$ cat src/design/r10unpk_pkg.sv
// Package for the RAW10 packed pixel unpacker.
// Holds the widths, register indexes and the 10-to-8-bit pixel scale function.
// No dependencies.
`default_nettype none

package r10unpk_pkg;

  localparam int unsigned CfgW         = 14;
  localparam int unsigned CfgIdxW      = 2;
  localparam int unsigned PixW         = 10;
  localparam int unsigned RowCntW      = 13;
  localparam int unsigned MaxRowPixels = 8192;
  localparam int unsigned MaxRows      = 8192;

  localparam logic [CfgIdxW-1:0] CfgRowPixels   = 2'd0;
  localparam logic [CfgIdxW-1:0] CfgStrideBytes = 2'd1;
  localparam logic [CfgIdxW-1:0] CfgFrameRows   = 2'd2;
  localparam logic [CfgIdxW-1:0] CfgEightBit    = 2'd3;

  // floor(v * 255 / 1023): reciprocal estimate, then one correction step
  function automatic logic [PixW-1:0] scale_to_8bit(input logic [PixW-1:0] v);
    logic [17:0] p;
    logic [18:0] est;
    logic [8:0]  q0;
    logic [18:0] prod;
    logic [18:0] r;
    p    = {v, 8'b0} - {8'b0, v};
    est  = {1'b0, p} + {11'b0, p[17:10]};
    q0   = est[18:10];
    prod = {q0, 10'b0} - {10'b0, q0};
    r    = {1'b0, p} - prod;
    return {1'b0, q0} + ((r >= 19'd1023) ? 10'd1 : 10'd0);
  endfunction

endpackage

`default_nettype wire

$ cat src/design/raw10_packed_pixel_unpacker.sv
// Top level of the RAW10 packed pixel unpacker.
// Depends on r10unpk_pkg for widths, register indexes and pixel scaling.
//
//   channel | direction | handshake               | payload
//   raw     | in        | raw_valid_i/raw_stall_o | raw_byte_i
//   pix     | out       | pix_valid_o/pix_stall_i | pixel_a..d_o, row_end_o, frame_end_o
//   cfg     | in        | cfg_we_i                | cfg_index_i, cfg_wdata_i
//
// One byte per clock unless stalled; a result appears the cycle after its fifth byte.
// Byte position, group position and row count advance in the cycle a byte is taken.
// A waiting result stalls only the byte that completes the next group.
// Reset restores the register defaults and starts at row 0, column 0.
`default_nettype none

module raw10_packed_pixel_unpacker
  import r10unpk_pkg::*;
(
  input  wire logic               clk_i,
  input  wire logic               rst_ni,
  input  wire logic               cfg_we_i,
  input  wire logic [CfgIdxW-1:0] cfg_index_i,
  input  wire logic [CfgW-1:0]    cfg_wdata_i,
  input  wire logic               raw_valid_i,
  output logic                    raw_stall_o,
  input  wire logic [7:0]         raw_byte_i,
  output logic                    pix_valid_o,
  input  wire logic               pix_stall_i,
  output logic [PixW-1:0]         pixel_a_o,
  output logic [PixW-1:0]         pixel_b_o,
  output logic [PixW-1:0]         pixel_c_o,
  output logic [PixW-1:0]         pixel_d_o,
  output logic                    row_end_o,
  output logic                    frame_end_o
);

  logic [CfgW-1:0]    row_pixels_q;
  logic [CfgW-1:0]    stride_bytes_q;
  logic [CfgW-1:0]    frame_rows_q;
  logic               eight_bit_q;

  logic [7:0]         held_q [4];
  logic [2:0]         group_pos_q, group_pos_d;
  logic [CfgW-1:0]    byte_col_q, byte_col_d;
  logic [RowCntW-1:0] row_cnt_q, row_cnt_d;

  logic               pix_valid_q, pix_valid_d;
  logic [PixW-1:0]    pix_q [4];
  logic [PixW-1:0]    pix_d [4];
  logic               row_end_q, frame_end_q;

  logic [CfgW-1:0]    pixels;
  logic [11:0]        groups;
  logic [CfgW:0]      group_bytes;
  logic [CfgW:0]      stride;
  logic [CfgW-1:0]    rows;
  logic [RowCntW-1:0] last_row;
  logic               in_group;
  logic               emit;
  logic               raw_acc;
  logic               row_last;
  logic               last_row_hit;
  logic [CfgW:0]      col_inc;
  logic               row_wrap;
  logic [PixW-1:0]    raw_pix;

  always_ff @(posedge clk_i or negedge rst_ni) begin
    if (!rst_ni) begin
      row_pixels_q   <= CfgW'(2560);
      stride_bytes_q <= CfgW'(3200);
      frame_rows_q   <= CfgW'(1920);
      eight_bit_q    <= 1'b0;
    end else if (cfg_we_i) begin
      unique case (cfg_index_i)
        CfgRowPixels:   row_pixels_q   <= cfg_wdata_i;
        CfgStrideBytes: stride_bytes_q <= cfg_wdata_i;
        CfgFrameRows:   frame_rows_q   <= cfg_wdata_i;
        CfgEightBit:    eight_bit_q    <= cfg_wdata_i[0];
        default: ;
      endcase
    end
  end

  always_comb begin
    pixels      = (row_pixels_q > CfgW'(MaxRowPixels)) ? CfgW'(MaxRowPixels) : row_pixels_q;
    groups      = pixels[CfgW-1:2];
    group_bytes = {1'b0, groups, 2'b0} + {3'b0, groups};
    stride      = ({1'b0, stride_bytes_q} < group_bytes) ? group_bytes
                                                          : {1'b0, stride_bytes_q};
    if (stride == '0) begin
      stride = (CfgW+1)'(1);
    end
    if (frame_rows_q == '0) begin
      rows = CfgW'(1);
    end else if (frame_rows_q > CfgW'(MaxRows)) begin
      rows = CfgW'(MaxRows);
    end else begin
      rows = frame_rows_q;
    end
    last_row     = RowCntW'(rows - CfgW'(1));
    in_group     = {1'b0, byte_col_q} < group_bytes;
    emit         = in_group && (group_pos_q == 3'd4);
    row_last     = {1'b0, byte_col_q} == (group_bytes - (CfgW+1)'(1));
    last_row_hit = row_cnt_q >= last_row;
    col_inc      = {1'b0, byte_col_q} + (CfgW+1)'(1);
    row_wrap     = col_inc >= stride;
  end

  assign raw_stall_o = emit && pix_valid_q && pix_stall_i;
  assign raw_acc     = raw_valid_i && !raw_stall_o;

  always_comb begin
    group_pos_d = group_pos_q;
    byte_col_d  = byte_col_q;
    row_cnt_d   = row_cnt_q;
    if (raw_acc) begin
      if (in_group) begin
        group_pos_d = emit ? 3'd0 : group_pos_q + 3'd1;
      end
      byte_col_d = col_inc[CfgW-1:0];
      if (row_wrap) begin
        byte_col_d  = '0;
        group_pos_d = 3'd0;
        row_cnt_d   = last_row_hit ? '0 : row_cnt_q + RowCntW'(1);
      end
    end
  end

  always_comb begin
    for (int i = 0; i < 4; i++) begin
      raw_pix  = {held_q[i], raw_byte_i[2*i +: 2]};
      pix_d[i] = eight_bit_q ? scale_to_8bit(raw_pix) : raw_pix;
    end
  end

  assign pix_valid_d = (raw_acc && emit) || (pix_valid_q && pix_stall_i);

  always_ff @(posedge clk_i or negedge rst_ni) begin
    if (!rst_ni) begin
      group_pos_q <= '0;
      byte_col_q  <= '0;
      row_cnt_q   <= '0;
      pix_valid_q <= 1'b0;
    end else begin
      group_pos_q <= group_pos_d;
      byte_col_q  <= byte_col_d;
      row_cnt_q   <= row_cnt_d;
      pix_valid_q <= pix_valid_d;
    end
  end

  always_ff @(posedge clk_i) begin
    if (raw_acc && in_group && !emit) begin
      held_q[group_pos_q[1:0]] <= raw_byte_i;
    end
    if (raw_acc && emit) begin
      pix_q       <= pix_d;
      row_end_q   <= row_last;
      frame_end_q <= row_last && last_row_hit;
    end
  end

  assign pix_valid_o = pix_valid_q;
  assign pixel_a_o   = pix_q[0];
  assign pixel_b_o   = pix_q[1];
  assign pixel_c_o   = pix_q[2];
  assign pixel_d_o   = pix_q[3];
  assign row_end_o   = row_end_q;
  assign frame_end_o = frame_end_q;

`ifndef NO_ASSERTIONS
  a_group_pos_range: assert property (@(posedge clk_i) disable iff (!rst_ni)
    group_pos_q <= 3'd4)
    else $error("group position past the fifth byte");

  a_result_from_byte: assert property (@(posedge clk_i) disable iff (!rst_ni)
    $rose(pix_valid_q) |-> $past(raw_acc))
    else $error("result appeared without a taken byte");

  a_frame_end_row_end: assert property (@(posedge clk_i) disable iff (!rst_ni)
    (pix_valid_q && frame_end_q) |-> row_end_q)
    else $error("frame end flagged on a group that does not end its row");
`endif

endmodule

`default_nettype wire

$ cat config.mk
export PLATFORM = sky130hd
export DESIGN_NAME = raw10_packed_pixel_unpacker
export DESIGN_NICKNAME = d
export VERILOG_FILES = /design/src/design/r10unpk_pkg.sv /design/src/design/raw10_packed_pixel_unpacker.sv
export SDC_FILE = /design/constraint.sdc
export NUM_CORES = 1
export LEC_CHECK = 0
export ABC_AREA = 1
export BUFFER_PORTS_ARGS = -buffer_cell sky130_fd_sc_hd__buf_2
export CORE_MARGIN = 5
export CORE_UTILIZATION = 60
export CTS_BUF_LIST = sky130_fd_sc_hd__clkbuf_4 sky130_fd_sc_hd__clkbuf_8 sky130_fd_sc_hd__clkbuf_16
export DETAILED_ROUTE_END_ITERATION = 8
export PLACE_DENSITY = 0.78
export SKIP_CTS_REPAIR_TIMING = 1
export SKIP_LAST_GASP = 1
export SYNTH_ARGS = -nofsm -noshare
export SYNTH_HDL_FRONTEND = slang
export SYNTH_SLANG_ARGS = --single-unit
export TNS_END_PERCENT = 30
$ cat constraint.sdc
create_clock -name clk_i -period 7.1 [get_ports clk_i]
set_clock_uncertainty 0.15 [all_clocks]
set_input_delay 1.42 -clock clk_i [delete_from_list [all_inputs] [get_ports clk_i]]
set_output_delay 1.42 -clock clk_i [all_outputs]
set_load 0.005 [all_outputs]
Yosys cells after proc, flatten, opt, wreduce, memory -nomap -nowiden
Memory sizes are Yosys's and may differ from the RTL's.
Cells that the tools add are included.
{ "word_totals": {"ramBits": 32, "regBits": 116, "wordCells": 98, "out_inout_bits": 44, "inputBits": 29, "memories": 1} }
{ "op_classes": {"reduce_logical": 22, "n_addsub": 26, "magnitude_cmp": 10, "eq_ne": 5, "mux": 20} }
{ "mem_list": {"columns": ["name", "words", "word_bits", "rd", "rd_ports_with_merged_regs", "wr", "line", "rtl"], "rows": [
  ["held_q", 4, 8, 4, 0, 1, "raw10_packed_pixel_unpacker.sv:41", "logic [7:0] held_q [4];"]
]} }
{ "op_table": {"columns": ["operator", "count"], "rows": [
  ["$add 18x8->19", 4],
  ["$ge 19x10->1 const B", 4],
  ["$sub 18x19->19", 4],
  ["$sub 19x9->19", 4],
  ["$sub 18x10->18", 4],
  ["$add 9x1->10", 4],
  ["$mux 10", 4],
  ["$mux 13", 3],
  ["$lt 14x15->1", 2],
  ["$mux 15", 2],
  ["$gt 14x14->1 const B", 2],
  ["$mux 14", 2],
  ["$add 14x1->15 const B", 1],
  ["$add 14x12->15", 1],
  ["$eq 14x15->1", 1],
  ["$ge 15x15->1", 1],
  ["$logic_not 15->1", 1],
  ["$sub 15x1->15 const B", 1],
  ["$logic_not 14->1", 1],
  ["$add 13x1->13 const B", 1],
  ["$ge 13x13->1", 1],
  ["$sub 13x1->13 const B", 1],
  ["$reduce_and 2->1", 6],
  ["$logic_and 1x1->1", 9],
  ["other kinds (10)", 19]
]} }

Depth between registers and ports, before layout
{ "logic_depth": {"depth_word": 13, "mapped_depth": 53, "ltp_nobuf": 53} }

Worst setup path after synthesis
No wires, ideal clock.
{ "synth_timing": {"kind": "input to register", "from": "in raw_byte_i[1]", "to": "reg pix_q (netlist bit pixel_a_o[8]) (data pin)", "path_slack_ps": -377, "setup_time_ps": 253, "arrival_time_ps": 7074, "t_required_ps": 6697, "n_path_buf": 0, "stages": 49, "cell_sequence": "ha_1 -> nand2_1 -> inv_1 -> nor4_2 -> nand2_1 -> o21ai_1 -> nand2_1 -> inv_1 -> ha_1 -> a21oi_1 -> inv_1 -> a221oi_1 -> nand2_1 -> nand2_1 -> nand2_1 -> nand2_1 -> nand2_1 -> inv_1 -> (+13 left out) -> nand2_1 -> nand3_1 -> o21ai_0 -> nand3_1 -> nand2_1 -> nor2_1 -> nand2_1 -> ha_1 -> ha_1 -> nand2_1 -> nor2_1 -> inv_1 -> nor2_1 -> inv_1 -> nor3_1 -> nand3b_1 -> nand3_1 -> nand2_1"} }
{ "synth_lines": {"columns": ["element", "line", "rtl"], "rows": [
  ["start: declaration", "raw10_packed_pixel_unpacker.sv:25", "input wire logic [7:0] raw_byte_i,"],
  ["end signal: assignment", "raw10_packed_pixel_unpacker.sv:156", "pix_q <= pix_d;"],
  ["end: declaration", "raw10_packed_pixel_unpacker.sv:47", "logic [PixW-1:0] pix_q [4];"]
]} }

==> summary.md <==
| Metric | Value |
|---|---|
| Status | complete, but fails checks |
| Failing checks | setup timing |
| Root buffer cell | clkbuf_16 |
| Clock transition at the registers of the reported paths | 0.07 ns |
| Total of max-cap violations | 0 |
| Buf/Inv on CP | 8 |
| Layout cell share with drive strength beyond 1 | 0.290 |
| Core Region | 0.0304 mm^2 |
| Ports | 73 |
| Mapped Nets | 2,994 |
| Synth area leaders | ha_1, nand2_1, edfxtp_1 |
| Total track usage | 0.314 |
| Reg2reg setup slack | 0.26 ns |
| FFs w/ async S/R, synth | 0.500 |
| Clock period minus worst slack | 7.23 ns |
| Static leakage | 12.6 nW |
| Hold Path Class | reg2reg |
| Initial Util | 0.605 |
| Critical path type | in2reg |
| Final Hold Vio Count | 0 |
| DR WL/cell | 16.5 um |
| H-tree level count | 4 |
| Clock latency at the later pin of the worst-skew pair | 0.46 ns |
| CTS buffer count | 17 |
| Tcrit/Tclk final | 1.02 |
| Worst setup path end | pixel_b_o[8]$_DFFE_PP_ |
| Synthesis Warnings | 0 |
| Slowest stage delay, CP | 0.31 ns |
| Most numerous cell in the Yosys netlist | nand2_1 |
| Vias in the first global route | 19.1k |
| GRT Residual Overflow | 0 |
| # rows | 64 |
| Main synth FF type | edfxtp_1 |
| Final setup viols | 5 |
| Area leader, netlist | ha_1 |
| Detailed Place HPWL | 43,800 um |
| Slew Viols, Final | 0 |
| Sequential area share after synthesis | 0.222 |
| WP data arrival | 7.28 ns |
| Overall routed net length | 59,000 um |
| Port bufs | 72 |
| Pwr dens | 350 mW/mm^2 |
| Post-Syn Area | 0.0184 mm^2 |
| Library cells used by synthesis | 63 |
| Synth Register Bits | 148 |
| Post-synth EDFFs | 74 |
| DRC viols | 0 |
| Critical Path End Type | flop |
| FMAX | 0.138 GHz |
| CP max-delay cell | ha_1 |
| Reg2reg start | held_q[1][7]$_DFFE_PP_ |
| Critical path depth in cells | 48 |
| Crit start category | input pin |
| CTS tree | yes |
| Ant. Diodes | 0 |
| Slew Limit Headroom | 0.274 |
| Longest Clk Path Bufs | 2 |
| Most frequent cells after synthesis | nand2_1, inv_1, ha_1, nor2_1, nand3_1 |
| Worst-margin pin slew | 1.09 ns |
| Gp weighted congestion | 0.987 |
| Required time worst endpoint | 7.15 ns |
| Maximum VDD drop | 0.000255 V |
| Synth top area share | 0.175 |
| First-pass GRT wire length | 89,100 um |
| RSZ-0062 raised after global routing | true |
| Final antenna-violating net count | 0 |
| Via Count | 20.3k |
| Overall die width | 185 um |
| Worst path most repeated cell | nand2_1 |
| Largest net degree at the start of global routing | 75 |
| Placed Area | 0.0220 mm^2 |
| CP top delay family | simple AND/OR/NAND/NOR gates |
| Final instance area | 0.0245 mm^2 |
| Die H | 185 um |
| CP Max Fanout | 3 |
| Nets | 3,454 |
| Synthesized netlist cell count | 2,707 |
| TNS Setup | -0.384 ns |
| Mean Syn Cell Area | 6.80 um^2 |
| Synthesis-to-finish area growth | 32.9% |
| Critical path startpoint | raw_byte_i[3] |
| First-pass DRT Iterations | 6 |
| Path depth of the worst reg2reg path | 48 |
| FF-to-FF End | pixel_b_o[8]$_DFFE_PP_ |
| Sink Count | 148 |
| 1st-iter DRT viols | 2,077 |
| Via/cell ratio | 5.67 |
| Die area | 0.0343 mm^2 |
| Initial antenna violation count | 0 |
| Final setup margin | -0.130 ns |
## logic make-up (layout without fill, tap and decap cells)
| family | after synthesis | count (layout) | synth area share |
|---|---|---|---|
| xor+xnor | 152 | 152 | 0.0785 |
| simple gates | 1311 | 1311 | 0.317 |
| other cells | 1 | 1 | 0.000204 |
| flops | 148 | 148 | 0.222 |
| compound gates | 339 | 339 | 0.103 |
| fa+ha+maj | 258 | 258 | 0.176 |
| buf+inv | 498 | 971 | 0.104 |
## worst min-delay path by stage
stage | startpoint | endpoint | slack, ns | cells past startpoint
3_3_place_gp | row_pixels_q[1]$_DFFE_PN0P_ | row_pixels_q[1]$_DFFE_PN0P_ | 0.32 | 2
5_1_grt | row_pixels_q[9]$_DFFE_PN1P_ | row_pixels_q[9]$_DFFE_PN1P_ | 0.38 | 2
2_1_floorplan | row_pixels_q[7]$_DFFE_PN0P_ | row_pixels_q[7]$_DFFE_PN0P_ | 0.30 | 2
6_report | row_pixels_q[8]$_DFFE_PN0P_ | row_pixels_q[8]$_DFFE_PN0P_ | 0.34 | 2
3_5_place_dp | row_pixels_q[8]$_DFFE_PN0P_ | row_pixels_q[8]$_DFFE_PN0P_ | 0.33 | 2
4_1_cts | row_pixels_q[8]$_DFFE_PN0P_ | row_pixels_q[8]$_DFFE_PN0P_ | 0.35 | 2
## where the power goes
part / total (mW) / internal (mW) / leakage [nW] / switching (mW)
Clock: 0.944 / 0.536 / 0.293 / 0.408
Combinational: 6.32 / 2.79 / 10.7 / 3.54
Sequential: 1.30 / 1.10 / 1.60 / 0.203
## routing by layer
metal	share of wire	track usage	vias up
li1	-	-	9759
met1	0.40	0.396	9429
met2	0.49	0.547	893
met3	0.068	0.0430	195
met4	0.039	0.119	0
met5	0	0	-
## tightest hold or removal path, stage by stage (launching register included)
cell     delay (ns)
dfrtp_1        0.35
nand2_1        0.05
o21ai_0        0.06
## flip-flops by register name, summed over array words and instances, names as in the netlist, 13 cells and up
signal and flops:
byte_col_q 14, row_cnt_q 13, stride_bytes_q 14, frame_rows_q 14
row_pixels_q 14, held_q 32
## per-stage QoR
| step | hold slack [ns] | setup WS [ns] | power (mW) | instances | util |
|---|---|---|---|---|---|
| after floorplan | 0.303 | -0.0536 | 4.67 | 2707 | - |
| after global placement | 0.319 | -0.578 | 6.36 | 3507 | 0.721 |
| after detailed placement | 0.333 | -0.803 | 6.54 | 3507 | 0.721 |
| after CTS | 0.349 | -0.352 | 7.52 | 3539 | 0.741 |
| after global routing | 0.377 | -0.466 | 9.25 | 3576 | 0.804 |
| final | 0.341 | -0.130 | 8.57 | 3576 | 0.804 |
## area by class of cell
| type | count | area, um^2 |
|---|---|---|
| fillers | 1943 | 5960 |
| multi-input cells | 2061 | 14100 |
| repair buffers | 470 | 3430 |
| inverters | 469 | 1760 |
| clock buffers | 19 | 447 |
| clock inverters | 13 | 145 |
| well taps | 396 | 495 |
| flip-flops and latches | 148 | 4090 |
## cells in the final DEF (no fill, tap or decap), types with 18 or more instances in the layout
cell and instances:
nand3_1 184, ha_1 201, dfrtp_1 64, ha_4 51
nand2_2 71, a21oi_2 28, o21ai_0 112, nand2_1 611
buf_4 391, nand2_4 22, nand4_1 54, edfxtp_1 74
nor2_4 21, nor2_1 191, a21oi_1 100, inv_2 60
xor2_1 100, buf_2 65, nor2_2 32, nand3_2 18
xnor2_1 30, inv_1 404, nor3_1 28
(Power assumes the default switching activity.)
